--- src/rtl/pru_pkg.sv ---
// package for the palette register unit
// holds bus addresses, function and table codes, widths and the mono shade table
// no dependencies
package pru_pkg;

  localparam int COLOR_WORDS = 32;
  localparam int WORD_AW     = $clog2(COLOR_WORDS);

  localparam int ADDR_W = 16;
  localparam int BYTE_W = 8;
  localparam int TBL_W  = 3;
  localparam int PAL_W  = 3;
  localparam int CI_W   = 2;
  localparam int IDX_W  = 6;
  localparam int RGB_W  = 16;

  localparam int IN_TDATA_W  = 32;
  localparam int OUT_TDATA_W = 24;

  typedef enum logic [1:0] {
    FUNC_READ   = 2'd0,
    FUNC_WRITE  = 2'd1,
    FUNC_LOOKUP = 2'd2
  } func_t;

  localparam logic [TBL_W-1:0] TBL_MONO_BG   = 3'd0;
  localparam logic [TBL_W-1:0] TBL_MONO_OBJ0 = 3'd1;
  localparam logic [TBL_W-1:0] TBL_MONO_OBJ1 = 3'd2;
  localparam logic [TBL_W-1:0] TBL_COLOR_BG  = 3'd3;
  localparam logic [TBL_W-1:0] TBL_COLOR_OBJ = 3'd4;

  localparam logic [ADDR_W-1:0] ADDR_MONO_BG   = 16'hFF47;
  localparam logic [ADDR_W-1:0] ADDR_MONO_OBJ0 = 16'hFF48;
  localparam logic [ADDR_W-1:0] ADDR_MONO_OBJ1 = 16'hFF49;
  localparam logic [ADDR_W-1:0] ADDR_BG_INDEX  = 16'hFF68;
  localparam logic [ADDR_W-1:0] ADDR_BG_DATA   = 16'hFF69;
  localparam logic [ADDR_W-1:0] ADDR_OBJ_INDEX = 16'hFF6A;
  localparam logic [ADDR_W-1:0] ADDR_OBJ_DATA  = 16'hFF6B;

  // shades 0,1,2,3 packed two bits each
  localparam logic [BYTE_W-1:0] MONO_RESET = 8'hE4;

  function automatic logic [RGB_W-1:0] shade_rgb(input logic [1:0] shade);
    logic [RGB_W-1:0] rgb;
    case (shade)
      2'd0:    rgb = 16'hFFFF;
      2'd1:    rgb = 16'hAD55;
      2'd2:    rgb = 16'h52AA;
      default: rgb = 16'h0000;
    endcase
    return rgb;
  endfunction

endpackage

--- src/rtl/pru_color_fix.sv ---
// colour correction from a stored 15-bit colour word to rgb565
// depends on pru_pkg
module pru_color_fix (
  input  logic [pru_pkg::RGB_W-1:0] word_i,
  output logic [pru_pkg::RGB_W-1:0] rgb_o
);
  import pru_pkg::*;

  logic [4:0] r;
  logic [4:0] g;
  logic [4:0] b;
  logic [8:0] hi_sum;
  logic [6:0] mid_sum;
  logic [8:0] lo_sum;

  always_comb begin
    r = word_i[4:0];
    g = word_i[9:5];
    b = word_i[14:10];
    hi_sum  = 9'(r) * 9'd13 + 9'(g) * 9'd2 + 9'(b) + 9'd8;
    mid_sum = 7'(g) * 7'd3 + 7'(b) + 7'd1;
    lo_sum  = 9'(r) * 9'd3 + 9'(g) * 9'd2 + 9'(b) * 9'd11 + 9'd8;
    rgb_o   = {hi_sum[8:4], mid_sum[6:1], lo_sum[8:4]};
  end

endmodule

--- src/rtl/palette_register_unit.sv ---
// top level of the palette register unit: input register, register file and result register
// depends on pru_pkg and pru_color_fix
//
// Accepts one bus access (read, write) or colour lookup per clock and returns
// exactly one result per item, in order. An accepted item sits in the input
// register, where the register file is read and updated and the lookup colour
// is formed; the result is then held in the output register until the output
// side takes it. The sustained rate is one item per cycle as long as the output
// side keeps taking results. The colour word stores are flip-flop arrays
// cleared by reset, so no startup pass is needed.
module palette_register_unit (
  input  logic                              clk,
  input  logic                              rst_n,
  input  logic                              in_tvalid,
  output logic                              in_tready,
  // reg_address, write_data, lookup_table, palette_number, color_index
  input  logic [pru_pkg::IN_TDATA_W-1:0]    in_tdata,
  // func
  input  logic [1:0]                        in_tuser,
  output logic                              out_tvalid,
  input  logic                              out_tready,
  // read_data, color
  output logic [pru_pkg::OUT_TDATA_W-1:0]   out_tdata
);
  import pru_pkg::*;

  // input register
  logic                in_valid_r;
  logic [1:0]          func_r;
  logic [ADDR_W-1:0]   addr_r;
  logic [BYTE_W-1:0]   wdata_r;
  logic [TBL_W-1:0]    tbl_r;
  logic [PAL_W-1:0]    pal_r;
  logic [CI_W-1:0]     ci_r;

  // result register
  logic                out_valid_r;
  logic [BYTE_W-1:0]   rd_r;
  logic [RGB_W-1:0]    color_r;
  logic [BYTE_W-1:0]   rd_nxt;
  logic [RGB_W-1:0]    color_nxt;

  // palette state
  logic [BYTE_W-1:0]   mono_bg_r;
  logic [BYTE_W-1:0]   mono_obj0_r;
  logic [BYTE_W-1:0]   mono_obj1_r;
  logic [BYTE_W-1:0]   bg_lo_r  [COLOR_WORDS];
  logic [BYTE_W-1:0]   bg_hi_r  [COLOR_WORDS];
  logic [BYTE_W-1:0]   obj_lo_r [COLOR_WORDS];
  logic [BYTE_W-1:0]   obj_hi_r [COLOR_WORDS];
  logic [IDX_W-1:0]    bg_idx_r;
  logic                bg_inc_r;
  logic [IDX_W-1:0]    obj_idx_r;
  logic                obj_inc_r;

  logic                advance;
  logic                do_write;
  logic [WORD_AW-1:0]  bg_addr;
  logic [WORD_AW-1:0]  obj_addr;
  logic [RGB_W-1:0]    bg_word;
  logic [RGB_W-1:0]    obj_word;
  logic [RGB_W-1:0]    fix_word;
  logic [RGB_W-1:0]    fix_rgb;
  logic [1:0]          shade_bg;
  logic [1:0]          shade_obj0;
  logic [1:0]          shade_obj1;

  assign advance    = in_valid_r && (!out_valid_r || out_tready);
  assign in_tready  = !in_valid_r || advance;
  assign do_write   = advance && (func_r == FUNC_WRITE);
  assign out_tvalid = out_valid_r;
  assign out_tdata  = {color_r, rd_r};

  always_comb begin
    if (func_r == FUNC_LOOKUP) begin
      bg_addr  = {pal_r, ci_r};
      obj_addr = {pal_r, ci_r};
    end else begin
      bg_addr  = bg_idx_r[IDX_W-1:1];
      obj_addr = obj_idx_r[IDX_W-1:1];
    end
    bg_word  = {bg_hi_r[bg_addr], bg_lo_r[bg_addr]};
    obj_word = {obj_hi_r[obj_addr], obj_lo_r[obj_addr]};
    fix_word = (tbl_r == TBL_COLOR_BG) ? bg_word : obj_word;
  end

  pru_color_fix u_color_fix (
    .word_i (fix_word),
    .rgb_o  (fix_rgb)
  );

  always_comb begin
    shade_bg   = mono_bg_r[{ci_r, 1'b0} +: 2];
    shade_obj0 = mono_obj0_r[{ci_r, 1'b0} +: 2];
    shade_obj1 = mono_obj1_r[{ci_r, 1'b0} +: 2];
    rd_nxt     = '0;
    color_nxt  = '0;
    case (func_r)
      FUNC_READ: begin
        case (addr_r)
          ADDR_BG_INDEX:  rd_nxt = {bg_inc_r, 1'b0, bg_idx_r};
          ADDR_BG_DATA:   rd_nxt = bg_idx_r[0] ? bg_word[15:8] : bg_word[7:0];
          ADDR_OBJ_INDEX: rd_nxt = {obj_inc_r, 1'b0, obj_idx_r};
          ADDR_OBJ_DATA:  rd_nxt = obj_idx_r[0] ? obj_word[15:8] : obj_word[7:0];
          default:        rd_nxt = '0;
        endcase
      end
      FUNC_LOOKUP: begin
        case (tbl_r)
          TBL_MONO_BG:   color_nxt = shade_rgb(shade_bg);
          TBL_MONO_OBJ0: color_nxt = shade_rgb(shade_obj0);
          TBL_MONO_OBJ1: color_nxt = shade_rgb(shade_obj1);
          TBL_COLOR_BG:  color_nxt = fix_rgb;
          TBL_COLOR_OBJ: color_nxt = fix_rgb;
          default:       color_nxt = '0;
        endcase
      end
      default: begin
        rd_nxt    = '0;
        color_nxt = '0;
      end
    endcase
  end

  // input register
  always_ff @(posedge clk) begin
    if (!rst_n) begin
      in_valid_r <= 1'b0;
    end else if (in_tready) begin
      in_valid_r <= in_tvalid;
    end
    if (in_tready && in_tvalid) begin
      func_r  <= in_tuser;
      addr_r  <= in_tdata[15:0];
      wdata_r <= in_tdata[23:16];
      tbl_r   <= in_tdata[26:24];
      pal_r   <= in_tdata[29:27];
      ci_r    <= in_tdata[31:30];
    end
  end

  // result register
  always_ff @(posedge clk) begin
    if (!rst_n) begin
      out_valid_r <= 1'b0;
    end else if (advance) begin
      out_valid_r <= 1'b1;
    end else if (out_tready) begin
      out_valid_r <= 1'b0;
    end
    if (advance) begin
      rd_r    <= rd_nxt;
      color_r <= color_nxt;
    end
  end

  // palette registers and index registers
  always_ff @(posedge clk) begin
    if (!rst_n) begin
      mono_bg_r   <= MONO_RESET;
      mono_obj0_r <= MONO_RESET;
      mono_obj1_r <= MONO_RESET;
      bg_idx_r    <= '0;
      bg_inc_r    <= 1'b0;
      obj_idx_r   <= '0;
      obj_inc_r   <= 1'b0;
    end else if (do_write) begin
      case (addr_r)
        ADDR_MONO_BG:   mono_bg_r   <= wdata_r;
        ADDR_MONO_OBJ0: mono_obj0_r <= wdata_r;
        ADDR_MONO_OBJ1: mono_obj1_r <= wdata_r;
        ADDR_BG_INDEX: begin
          bg_idx_r <= wdata_r[IDX_W-1:0];
          bg_inc_r <= wdata_r[7];
        end
        ADDR_BG_DATA: begin
          if (bg_inc_r) begin
            bg_idx_r <= bg_idx_r + IDX_W'(1);
          end
        end
        ADDR_OBJ_INDEX: begin
          obj_idx_r <= wdata_r[IDX_W-1:0];
          obj_inc_r <= wdata_r[7];
        end
        ADDR_OBJ_DATA: begin
          if (obj_inc_r) begin
            obj_idx_r <= obj_idx_r + IDX_W'(1);
          end
        end
        default: begin
        end
      endcase
    end
  end

  // colour word stores, byte wide halves
  always_ff @(posedge clk) begin
    if (!rst_n) begin
      for (int i = 0; i < COLOR_WORDS; i++) begin
        bg_lo_r[i]  <= '0;
        bg_hi_r[i]  <= '0;
        obj_lo_r[i] <= '0;
        obj_hi_r[i] <= '0;
      end
    end else if (do_write) begin
      if (addr_r == ADDR_BG_DATA) begin
        if (bg_idx_r[0]) begin
          bg_hi_r[bg_addr] <= wdata_r;
        end else begin
          bg_lo_r[bg_addr] <= wdata_r;
        end
      end
      if (addr_r == ADDR_OBJ_DATA) begin
        if (obj_idx_r[0]) begin
          obj_hi_r[obj_addr] <= wdata_r;
        end else begin
          obj_lo_r[obj_addr] <= wdata_r;
        end
      end
    end
  end

endmodule
--- config.mk ---
export PLATFORM = sky130hd
export DESIGN_NAME = palette_register_unit
export DESIGN_NICKNAME = d
export VERILOG_FILES = /design/src/rtl/pru_pkg.sv /design/src/rtl/pru_color_fix.sv /design/src/rtl/palette_register_unit.sv
export SDC_FILE = /design/constraint.sdc
export NUM_CORES = 2
export LEC_CHECK = 0
export CORE_MARGIN = 10
export CORE_UTILIZATION = 55
export CTS_CLUSTER_SIZE = 12
export DETAILED_ROUTE_END_ITERATION = 8
export DONT_BUFFER_PORTS = 1
export PLACE_DENSITY_LB_ADDON = 0.1
export SLEW_MARGIN = 20
export SYNTH_ARGS = -nofsm -noshare
export SYNTH_HDL_FRONTEND = slang
export SYNTH_SLANG_ARGS = --single-unit
export TNS_END_PERCENT = 5
--- constraint.sdc ---
create_clock -name clk -period 7.1 [get_ports clk]
set_input_delay 1.42 -clock clk [delete_from_list [all_inputs] [get_ports clk]]
set_output_delay 1.42 -clock clk [all_outputs]
set_load 0.1 [all_outputs]
==> flow_summary.yaml <==
run_status:
  outcome: "finished clean"
pwr:
  p_seq_frac: 0.485
  switchingPower_mw: 4.09
  peakVddDrop_mv: 0.223
  p_sw_frac: 0.261
  p_total_mw: 15.7
  clkPwrFrac: 0.371
  power_leakage_nw: 21.7
  p_comb_frac: 0.144
  intPower_mw: 11.6
  power.density_nw_per_um2: 266
die:
  die_y_um: 327
  core_region_area_sq_um: 93300
  die_w_um: 327
  initial_core_util: 0.555
  rows: 112
  dieArea_sq_um: 107000
  pin_count: 64
synthesis:
  synth_fp_nets: 4269
  seq_area_frac_synth: 0.643
  yosys_register_bits: 1122
  netlist.area_leader.share: 0.627
  yosys.area.top_type: "edfxtp_1"
  synth-edff-count: 1082
  async_reset_ff_frac: 0
  synthMostInstantiatedCell: "edfxtp_1"
  synth.area.top_cells: "edfxtp_1 (63%), and2_1 (13%), o22ai_1 (4.4%)"
  syn_inst: 4156
  synth_warnings: 0
  synthTopCellsByCount: "edfxtp_1 (1,082), and2_1 (1,038), o22ai_1 (364)"
  synth_cell_types: 72
  avgSynthCellArea_sq_um: 12.5
  syn_area_sq_um: 51800
  synthFlopType: "edfxtp_1"
grt:
  track_usage: 0.273
  grt_max_degree: 171
  antenna_found_initial: 8
  grt_pass1_vias: 33693
  grt-ovfl-total: 0
  grt_pass1_wl_um: 221000
placed_design:
  gp_congestion: 0.929
  post-dp-hpwl_um: 95800
  placed_area_sq_um: 54600
  io_buffers: 0
timing:
  relSlewSlack: 0.219
  fin_skew_ns: 0.0457
  period_share: 0.972
  post-route-min-period_ns: 6.90
  tns_ns: 0
  holdWs_ns: 0.471
  hold_viol: 0
  worst_pin_slew_ns: 1.16
  setup_viol: 0
  max_freq_mhz: 145
  rsz0062_at_grt: "true"
  finalMaxSlewViolations: 0
cts:
  cts-buffers-inserted: 117
  path_clk_slew_ns: 0.06
  cts_htree_levels: 3
  clock_sinks: 1122
  cts_hold_buf: 0
  clockRootBuffer: "clkbuf_16"
  clock_latency_ns: 0.74
  tritoncts: "built"
  clockBufferDepth: 3
detailed_routing:
  dr.pass1.iters: 6
  route.antenna.remaining_nets: 0
  viasPerCell: 6.26
  drtIter0Drc: 4359
  via_count: 35236
  wl_per_cell_um: 26.6
  wl_um: 150000
  drc: 0
setup_path:
  cp-end-kind: "flip-flop"
  max_stage_delay_ns: 0.59
  cpMostUsedCell: "inv_1"
  critical_path_required_ns: 7.56
  reg2reg_depth: 30
  cp.arrival_ns: 7.36
  start_kind: "flip-flop"
  crit_path_max_fanout: 13
  critPathSlowestCell: "fa_2"
  worstSetupPathType: "reg -> reg"
worst_hold_path:
  whs_path_depth: 2
  hold_path.class: "reg -> reg"
cells_and_area:
  postLayoutCellArea_sq_um: 58900
  n_fill_cell: 7178
  drive_above_1_share: 0.134
  multiInputGateArea_sq_um: 17500
  seq_area_sq_um: 33300
  syn2layout_area_growth_pct: 13.7
  layout.nets: 4389
run:
  cap_violations: 0
[repair_timing]
action,CTS,global route
setup buffers,10,12
cloned,2,2
resized for setup,35,87
setup endpoints to repair,5,5
pin swaps,8,21
[cell usage in the layout (no fill, tap or decap), types with 27 or more instances in the layout]
cell type / instances
dfxtp_1: 40
clkbuf_1: 38
o22ai_1: 362
a21oi_1: 58
a221oi_1: 65
nand2_1: 87
clkbuf_16: 119
edfxtp_1: 1082
inv_1: 71
nand3_1: 27
and2_1: 1037
a22o_1: 80
nor2_1: 203
o21ai_1: 112
buf_4: 283
o21ai_0: 188
a22oi_1: 33
mux2i_1: 30
ha_1: 47
[cells by family (layout without fill, tap and decap cells)]
| group | Yosys count | after routing | synth area share |
|---|---|---|---|
| AO/OA/AOI/OAI | 994 | 997 | 0.123 |
| AND/OR/NAND/NOR | 1503 | 1503 | 0.168 |
| flip-flops | 1122 | 1122 | 0.643 |
| multiplexers | 57 | 57 | 0.0130 |
| adder cells (fa/ha/maj) | 75 | 75 | 0.0219 |
| other | 0 | 5 | 0 |
| buffers and inverters | 392 | 602 | 0.0294 |
| XOR/XNOR | 13 | 13 | 0.00220 |
[layout make-up]
class	instances	area share
Inverter	74	0.00471
Timing Repair Buffer	316	0.0448
Multi-Input combinational cell	2645	0.298
Antenna cell	5	0.000212
Tap cell	1254	0.0266
Clock buffer	158	0.0530
Sequential cell	1122	0.565
Clock inverter	54	0.00784
[critical path: cells and delay by family (launching register included)]
family | cells | cell delay, ns
flip-flops | 1 | 0.38
adder cells (fa/ha/maj) | 6 | 2.53
multiplexers | 1 | 0.22
AO/OA/AOI/OAI | 6 | 0.95
buffers and inverters | 9 | 1.06
AND/OR/NAND/NOR | 8 | 1.50
[registers in the layout (all words and copies together) (netlist names), 6 cells and up]
signal	flops
bg_idx_r	6
mono_bg_r	8
addr_r	16
bg_hi_r	256
color_r	16
obj_idx_r	6
obj_lo_r	256
mono_obj1_r	8
mono_obj0_r	8
obj_hi_r	256
rd_r	8
wdata_r	8
bg_lo_r	256
[power by group through the flow]
stage | registers, mW | logic (mW) | clock network, mW
6_report | 7.61 | 2.26 | 5.81
5_1_grt | 7.62 | 2.49 | 6.12
4_1_cts | 7.61 | 2.17 | 5.85
3_5_place_dp | 7.74 | 2.10 | 0
3_3_place_gp | 7.74 | 2.06 | 0
2_1_floorplan | 7.70 | 1.40 | 0
[layer usage]
| metal | share of wire | routed length, um | track usage | vias to the layer above |
|---|---|---|---|---|
| li1 | - | - | - | 15681 |
| met3 | 0.098 | 14700 | 0.0490 | 256 |
| met2 | 0.45 | 67600 | 0.414 | 1750 |
| met1 | 0.42 | 63400 | 0.399 | 17543 |
| met5 | 0.00025 | 38 | 0 | - |
| met4 | 0.026 | 3920 | 0.0826 | 6 |
[stage by stage]
| stage | util | std cells | worst slack (ns) |
|---|---|---|---|
| finish | 0.631 | 5628 | 0.200 |
| global route | 0.631 | 5623 | -0.0548 |
| CTS | 0.626 | 5609 | 0.000703 |
| detailed placement | 0.585 | 5385 | -0.392 |
| global placement | 0.585 | 5385 | -0.205 |
| floorplan | - | 4156 | 0.0983 |
[worst paths after layout]
path                       start  slack, ns        endpoint
setup / recovery       func_r[0]       0.20      color_r[1]
hold / removal    mono_obj0_r[6]       0.47  mono_obj0_r[6]
setup reg to reg       func_r[0]       0.20      color_r[1]
hold reg to reg   mono_obj0_r[6]       0.47  mono_obj0_r[6]
(Power assumes the default switching activity.)
